==> config.mk <==
export PLATFORM = sky130hd
export DESIGN_NAME = kmp_cell
export DESIGN_NICKNAME = d
export VERILOG_FILES = /design/src/hw/rtl/kmp_pkg.sv /design/src/hw/rtl/kmp_cell.sv
export SDC_FILE = /design/constraint.sdc
export NUM_CORES = 1
export LEC_CHECK = 0
export BUFFER_PORTS_ARGS = -buffer_cell sky130_fd_sc_hd__buf_4
export CAP_MARGIN = 20
export CORE_MARGIN = 2
export CORE_UTILIZATION = 59
export DETAILED_ROUTE_END_ITERATION = 6
export MAX_ROUTING_LAYER = met4
export PLACE_DENSITY = 0.93
export REMOVE_ABC_BUFFERS = 1
export SLEW_MARGIN = 20
export SYNTH_ARGS = -nofsm -noshare
export SYNTH_HDL_FRONTEND = slang
export SYNTH_SLANG_ARGS = --single-unit
==> constraint.sdc <==
create_clock -name clk_i -period 8 [get_ports clk_i]
set_input_delay 1.6 -clock clk_i [delete_from_list [all_inputs] [get_ports clk_i]]
set_output_delay 1.6 -clock clk_i [all_outputs]
set_load 0.01 [all_outputs]
==> src/hw/rtl/kmp_pkg.sv <==
// ----------------------------------------------------------------------------
// kmp_pkg: shared types, widths and helpers for the k-transaction profit unit
// Holds field widths, the per-cell control word and the 32-bit saturation.
// ----------------------------------------------------------------------------
`default_nettype none

package kmp_pkg;

  localparam int PRICE_W  = 16;   // price field
  localparam int DIFF_W   = 17;   // signed day-to-day difference
  localparam int PROFIT_W = 32;   // signed stage profit
  localparam int WIDE_W   = 33;   // profit plus difference before saturation
  localparam int CFG_W    = 5;    // max_transactions register
  localparam int RESULT_W = 31;   // max_profit field
  localparam int TDATA_OUT_W = 32;

  localparam logic [CFG_W-1:0] K_RESET = CFG_W'(2);

  localparam logic signed [WIDE_W-1:0] WIDE_MAX = 33'sh0_7FFF_FFFF;
  localparam logic signed [WIDE_W-1:0] WIDE_MIN = -33'sh0_8000_0000;

  // Control word broadcast to every cell
  typedef struct packed {
    logic upd;  // apply one day's difference
    logic clr;  // end of sequence: drop the stage profit
  } cell_ctrl_t;

  // Clamp a 33-bit signed value to the 32-bit signed range
  function automatic logic signed [PROFIT_W-1:0] sat_profit(
    input logic signed [WIDE_W-1:0] v
  );
    logic signed [PROFIT_W-1:0] r;
    if (v > WIDE_MAX) begin
      r = 32'sh7FFF_FFFF;
    end else if (v < WIDE_MIN) begin
      r = -32'sh8000_0000;
    end else begin
      r = v[PROFIT_W-1:0];
    end
    return r;
  endfunction

  // Sign-extend a profit to the wide width
  function automatic logic signed [WIDE_W-1:0] widen(input logic signed [PROFIT_W-1:0] v);
    return {v[PROFIT_W-1], v};
  endfunction

  // Sign-extend a difference to the wide width
  function automatic logic signed [WIDE_W-1:0] widen_diff(input logic signed [DIFF_W-1:0] v);
    return {{(WIDE_W-DIFF_W){v[DIFF_W-1]}}, v};
  endfunction

endpackage

`default_nettype wire

==> src/hw/rtl/kmp_cell.sv <==
// ----------------------------------------------------------------------------
// kmp_cell: one stage of the profit chain
// Holds one stage profit, updates it from its left neighbor's old value and
// the day's difference, and passes a running maximum to the right.
// ----------------------------------------------------------------------------
`default_nettype none

module kmp_cell
  import kmp_pkg::*;
#(
  parameter bit HOLDS_STOCK = 1'b1
) (
  input  wire logic                       clk_i,
  input  wire logic                       rst_ni,
  input  wire cell_ctrl_t                 ctrl_i,
  input  wire logic signed [DIFF_W-1:0]   diff_i,
  input  wire logic signed [PROFIT_W-1:0] prev_i,  // left neighbor's stage profit
  input  wire logic                       incl_i,  // stage counts toward the maximum
  input  wire logic signed [PROFIT_W-1:0] max_i,   // running maximum from the left
  output logic signed [PROFIT_W-1:0]      val_o,
  output logic signed [PROFIT_W-1:0]      max_o
);

  logic signed [PROFIT_W-1:0] val_q, val_d;
  logic signed [PROFIT_W-1:0] max_q, max_d;
  logic signed [WIDE_W-1:0]   keep, move, best;

  // Pick between keeping the position and moving from the left stage
  always_comb begin
    if (HOLDS_STOCK) begin
      keep = widen(val_q) + widen_diff(diff_i);
      move = widen(prev_i);
    end else begin
      keep = widen(val_q);
      move = widen(prev_i) + widen_diff(diff_i);
    end
    best = (keep > move) ? keep : move;

    val_d = val_q;
    if (ctrl_i.clr) begin
      val_d = '0;
    end else if (ctrl_i.upd) begin
      val_d = sat_profit(best);
    end
  end

  // Fold this stage into the running maximum
  always_comb begin
    max_d = max_i;
    if (incl_i && (val_q > max_i)) begin
      max_d = val_q;
    end
  end

  always_ff @(posedge clk_i or negedge rst_ni) begin
    if (!rst_ni) begin
      val_q <= '0;
    end else begin
      val_q <= val_d;
    end
  end

  always_ff @(posedge clk_i) begin
    max_q <= max_d;
  end

  assign val_o = val_q;
  assign max_o = max_q;

endmodule

`default_nettype wire

==> run metrics, run 1 <==
outcome=finished clean; vias per inst=about 6.3; Slew HR=about 42%; Peak VDD IR=0.3439 mV; post-route minimum period=around 6.8 ns; GR Overflow Total=0; PostCTS Resize Cnt=0; WS Path Type=primary input to register; Seq/Total Area, Yosys=around a quarter; clock sink count=64; Post-Route WL=slightly below 20000 µm; type of the most critical hold path=register to register; Die Area=between 0.01 and 0.015 mm²; CTS tree=done; Critical Path Max Stage Delay=roughly 0.35 ns; largest net degree at the start of global routing=53; Synth area leaders=ha_1, dfrtp_1, dfxtp_1, mux2_1, inv_1; Worst-Skew Late Latency=about 0.35 ns; main flop type after synthesis=dfxtp_1; #FFs+latches synth=64; Final Skew=about 0.0094 ns; I/O Pins=150; PwrDens=464.5 mW/mm²; critical path's slowest cell=a311oi_2; I/O Buffers=149; final setup violation count=0; Final Cycle Share=a little over four fifths; Area Growth Syn to Fin=24.24%; Yosys cell types=59; Die X=approximately 110 µm; R2R Path Start=val_o[1]; Crit Reg-Reg Endpoint=val_o[3]; ant diodes=0; Initial Utilization=between 60% and 70%; crit path DAT=6.98 ns; Clock Pin Slew Worst Setup and Hold Paths=roughly 0.070 ns; first-pass GRT wire length=~31000 µm; post-detail-place hpwl=between 15000 and 20000 µm; H-tree levels=3; area of the multi-input gates=0.004220 mm²; crit path from=diff_i[1]; postcts setup bufs=0; Synth async-reset ratio=50.00%; initial DRC count=about 530; crit end category=register; count leader, synth=ha_1; Final TNS setup=0 ns; top-area cell type share of the netlist area=20.07%; CTS Hold Bufs=0; max-capacitance violation count=0; post-route cell area=between 0.007 and 0.008 mm²; wire length per cell=between 15 and 20 µm; Hold WS=slightly below 0.6 ns; critical path peak fanout=27; initial antenna violation count=0; TritonCTS buffer count=9; crit path cell chain=buf_4 -> ha_1 -> a211oi_2 -> o211ai_1 -> a21bo_1 -> a41o_1 -> o31a_1 -> a311oi_2 -> o41ai_1 -> xor2_1 -> ha_1 -> nand4_1 -> nor3_1 -> and3_1 -> nand4_1 -> o311a_1 -> a21oi_1 -> mux2i_1 -> or2_1 -> buf_4 -> o211ai_1 -> a22o_1; Yosys top cell by area=ha_1; Synth Warn #=0; Max Root-Sink Buffers=2; Avg Cell Area, Syn=between 8 and 9 µm²; RSZ-0062 raised after global routing=false; DR pass1 iterations=5; fin. max-slew vios=0; Hold Path Stages=1; vias post-DR=approximately 6300; core area=between 0.009 and 0.01 mm²; Hold Startpoint=val_o[8]; fmax=approximately 150 MHz; Worst-Margin Slew=between 0.8 and 0.9 ns; Die Y=105.3 µm; Worst Hold End=max_o[8]; Final Hold Viols=0; row cnt=36; flop-to-flop setup slack=between 2 and 2.5 ns; DRC=0; P_leak=roughly 4 nW; share of layout cells above drive strength 1=a little over a fifth; sequential cell area=approximately 0.0014 mm²; # nets final=1042; worst path required time=roughly 8.2 ns; ANT nets after route=0; vias in the first global route=about 6000; Post-Syn Instances=slightly above 700; DP Area=0.007301 mm²; number of fill cells=around 720; Synth top cells by count=ha_1, inv_1, a21oi_1; GPL Wtd Cong=~0.91; root buffer cell=clkbuf_8; Tot GR Track Use=a little over a third; EDFF count, synth=0; mapped cell area=between 0.006 and 0.007 mm²; Worst Reg-to-Reg Cells=21; Setup crit start kind=primary input
[worst max-delay path: cells and delay by family]
family / cells / cell delay [ns]
adders and majority gates: 2 / 0.67
AOI/OAI and AO/OA: 11 / 2.85
buffers and inverters: 2 / 0.40
and+or+nand+nor: 5 / 0.99
muxes: 1 / 0.28
xor gates and xnor gates: 1 / 0.17
[kinds of logic (layout without fill, tap and decap cells)]
| kind of cell | count (synthesis) | in the layout | share of synthesized area [%] |
|---|---|---|---|
| DFF | 64 | 64 | 23.83 |
| muxes | 37 | 37 | 6.806 |
| AOI/OAI and AO/OA | 223 | 223 | 25.42 |
| buffers and inverters | 104 | 249 | 6.827 |
| xor gates and xnor gates | 27 | 27 | 3.910 |
| adders and majority gates | 98 | 98 | 20.40 |
| and+or+nand+nor | 165 | 165 | 12.81 |
[per-stage QoR]
stage	std cells	total power [W]	util [%]	worst slack, ns
3_3_place_gp	979	0.002938	73.73	1.313
4_1_cts	996	0.003426	76.18	1.388
2_1_floorplan	693	0.002257	-	1.321
5_1_grt	996	0.003746	76.18	0.9905
3_5_place_dp	980	0.003067	74.01	1.101
6_report	996	0.003491	76.18	1.245
[cell usage in the layout (no fill, tap or decap), types with 10 or more instances in the layout]
cell,n
buf_4,153
dfrtp_1,32
clkbuf_8,10
a21o_1,12
ha_1,97
o21ai_1,14
mux2_1,29
nor2_1,48
inv_1,78
dfxtp_1,32
xor2_1,11
o21ai_0,26
a21oi_1,53
a22o_1,32
nor3_1,11
o211ai_1,30
nand4_1,18
nand3_1,10
nand2_1,49
xnor2_1,16
[sequential cells by signal (all words and copies together) (netlist names)]
signal  flops
val_o      32
max_o      32
[layer usage]
| metal | up-vias | global-route usage [%] | part of all wire [%] |
|---|---|---|---|
| li1 | 2922 | - | - |
| met4 | 0 | 16.57 | 4.0 |
| met5 | - | - | 0 |
| met3 | 66 | 5.133 | 8.0 |
| met2 | 351 | 56.87 | 47 |
| met1 | 2938 | 44.69 | 41 |
[power by group]
group | internal [W] | switching [W] | leakage, nW
Clock | 0.000184 | 0.000130 | 0.108
Sequential | 0.000456 | 0.000173 | 0.698
Combinational | 0.00109 | 0.00146 | 3.12
Total | 0.00173 | 0.00176 | 3.93
[worst max-delay path by stage]
stage | slack (ns) | end | cells after the start
global placement | 1.31 | val_o[30] | 22
CTS | 1.39 | val_o[30] | 22
global route | 0.99 | val_o[23] | 22
floorplan | 1.32 | val_o[30] | 20
detailed placement | 1.10 | val_o[30] | 22
finish | 1.24 | val_o[3] | 22
[final cells by class]
class                           count  share of cell area, %
Clock buffer                       13                  1.981
Clock inverter                      3                 0.8658
Inverter                           79                  3.946
Multi-Input combinational cell    550                  56.16
Sequential cell                    64                  19.18
Tap cell                          133                  2.214
Timing Repair Buffer              154                  15.65
Note: power is estimated with default switching activity, not from simulation.
==> run 2: changes to the inputs <==
- CORE_UTILIZATION: 59 -> 50
- PLACE_DENSITY: 0.93 -> 0.85
- clock period: 8 -> 5.5 ns (I/O delays scaled with it)
==> run 2 against run 1 <==
Against the previous run: the run now ends with setup timing left; sequential cell count did not move; die area rose by 17%; worst hold slack improved by 0.0097 ns; sequential share of layout area fell by 1.8 points; wire length fell by 1.5%; clock-buffer cell count fell by 2; final cell count rose by 8.6%; clock skew fell by 0.0022 ns; non-clock buffer count rose by 72; global-route usage fell by 6.7 points; clock power rose by 89%.
==> run metrics, run 2 (same netlist as run 1, synthesis figures left out) <==
Worst Reg-to-Reg Cells=21 (unchanged); Post-Route WL=19250 µm (-1.5%); clock sink count=64 (unchanged); Slew HR=63.94% (+22 points); worst path bufs/invs=3 (+1); vias per inst=5.872 (-6.8%); P_leak=4.353 nW (+11%); post-route cell area=0.008297 mm² (+10%); ANT nets after route=0 (unchanged); sequential cell area=0.001441 mm² (unchanged); CP delay by family, top=compound AO/OA/AOI/OAI gates; initial DRC count=584 (+9.4%); vias post-DR=6353 (+1.2%); Clock Pin Slew Worst Setup and Hold Paths=0.06 ns (about the same); Worst-Margin Slew=0.5359 ns (-0.3300 ns); Die Area=0.01299 mm² (+17%); TritonCTS buffer count=9 (unchanged); Peak VDD IR=0.3740 mV (+8.7%); fmax=about 180 MHz; I/O Buffers=149 (unchanged); most frequent cells in the layout=buf_4, ha_1, inv_1, a21oi_1, nand2_1; GR Overflow Total=0 (unchanged); ant diodes=0 (unchanged); DP Area=0.007794 mm² (+6.8%); largest net degree at the start of global routing=33 (-38%); Critical Path Max Stage Delay=0.32 ns (-0.03 ns); Hold Path Stages=1 (unchanged); Die X=114.0 µm (+8.3%); outcome=complete, but fails checks; wire length per cell=17.79 µm (-9.4%); Initial Utilization=50.78% (-11 points); crit path DAT=5.79 ns (-1.19 ns); Hold Startpoint=val_o[9]; Final Util=69.65% (-6.5 points); PwrDens=713.3 mW/mm² (+54%); Switching Fraction=46.93% (-3.6 points); Setup crit start kind=primary input; WS Path Type=primary input to register; Max Root-Sink Buffers=2 (unchanged); DRC=0 (unchanged); Gate power share=74.6% (+1.6 points); critical path peak fanout=10 (-63%); CTS tree=done; Tot GR Track Use=28.99% (-6.7 points); vias in the first global route=6119 (+0.38%); crit path cell chain=buf_4 -> ha_4 -> a211oi_2 -> o211ai_1 -> a21bo_1 -> a41o_1 -> o31a_1 -> a311oi_2 -> o41ai_2 -> xor2_1 -> ha_1 -> nand4_1 -> nor3_4 -> and3_4 -> nand4_1 -> buf_4 -> a21oi_4 -> mux2i_2 -> or2_4 -> buf_6 -> o211ai_1 -> a22o_1; Final Skew=0.007186 ns (-0.002166 ns); # nets final=1114 (+6.9%); Final Cycle Share=101.3%; Crit Reg-Reg Endpoint=val_o[17]; number of fill cells=895 (+25%); Worst-Skew Late Latency=0.35 ns (about the same); first-pass GRT wire length=28960 µm (-5.6%); final setup violation count=16 (+16); critical path's slowest cell=a311oi_2; worst path required time=5.72 ns (-2.51 ns); post-route minimum period=between 5 and 6 ns; Final Hold Viols=0 (unchanged); worst setup margin=-0.06967 ns (-1.314 ns); sequential share of power=15.4% (-2.6 points); H-tree levels=3 (unchanged); row cnt=40 (+11%); root buffer cell=clkbuf_16; DR pass1 iterations=5 (unchanged); type of the most critical hold path=register to register; failing checks=setup timing; Die Y=114.0 µm (+8.3%); R2R Path Start=val_o[1]; GPL Wtd Cong=0.9880 (+9.0%); core area=0.01191 mm² (+21%); crit end category=register; flop-to-flop setup slack=0.31 ns (-1.85 ns); initial antenna violation count=0 (unchanged); I/O Pins=150 (unchanged); share of layout cells above drive strength 1=29.20% (+8.3 points); switching power=0.002778 W (+57%); Area Growth Syn to Fin=37.17%; max-capacitance violation count=0 (unchanged); area of the multi-input gates=0.004332 mm² (+2.6%); Pint=0.003141 W (+82%); commonest non-fill, non-tap cell in the layout=buf_4; Worst Hold End=max_o[9]; share of total power in the clock network=10.0% (+1.0 points); fin. max-slew vios=0 (unchanged); post-detail-place hpwl=14250 µm (-5.3%)
run 2: cell count changes in the layout (fill, tap and decap cells not counted), moves of 2 or more:
cell,change
buf_12,+3
inv_4,+2
clkbuf_1,-2
ha_1,-2
clkbuf_8,-9
a21oi_1,-4
clkbuf_16,+9
buf_4,+67
buf_6,+3
a21oi_2,+3
run 2: per-layer routing:
| metal | track usage (%) | wire length, µm | vias to the layer above |
|---|---|---|---|
| met1 | 35.19 | 7742 | 2907 |
| met3 | 3.826 | 1451 | 81 |
| li1 | - | - | 3051 |
| met5 | - | 0 | - |
| met2 | 48.53 | 9188 | 314 |
| met4 | 12.28 | 864 | 0 |
run 2: power groups by stage:
stage               clock network, W  registers [W]  logic (W)
CTS                         0.000588       0.000900    0.00410
finish                      0.000592       0.000910    0.00442
global placement                   0       0.000896    0.00385
floorplan                          0       0.000908    0.00238
global route                0.000608       0.000929    0.00477
detailed placement                 0       0.000904    0.00397
run 2: through the flow:
stage / cells / setup slack (ns) / hold slack [ns] / TNS (ns) / total power [W]
2_1_floorplan: 693 / -0.6793 / 0.5874 / -18.73 / 0.003284
3_3_place_gp: 1055 / -0.2729 / 0.5821 / -7.785 / 0.004747
3_5_place_dp: 1055 / -0.4630 / 0.5799 / -12.93 / 0.004872
4_1_cts: 1072 / 0.007249 / 0.6014 / 0 / 0.005582
5_1_grt: 1082 / -0.1729 / 0.6148 / -3.440 / 0.006309
6_report: 1082 / -0.06967 / 0.6032 / -0.3496 / 0.005918
run 2: how the worst max path moves through the flow:
stage / from / cells past startpoint / slack, ns / end
after floorplan: diff_i[1] / 20 / -0.68 / val_o[30]
after global placement: diff_i[1] / 22 / -0.27 / val_o[0]
after detailed placement: diff_i[1] / 22 / -0.46 / val_o[3]
after CTS: diff_i[1] / 23 / 0.007 / val_o[25]
after global routing: diff_i[1] / 22 / -0.17 / val_o[17]
final: diff_i[1] / 22 / -0.07 / val_o[17]
run 2: layout make-up:
cell class,count,area share [%]
clock buffer,11,2.926
clock inverter,5,0.6635
inverter,79,3.574
multi-input combinational,550,52.21
sequential,64,17.37
tap,147,2.217
timing repair buffer,226,21.04
run 2: timing repair:
item | 4_1_cts | 5_1_grt
hold buffers | 0 | 0
pin swaps | 6 | 28
gates resized for setup | 8 | 19
setup buffers | 0 | 10
setup endpoints to repair | 31 | 31
hold endpoints to repair | 0 | 0
cloned | 1 | 0
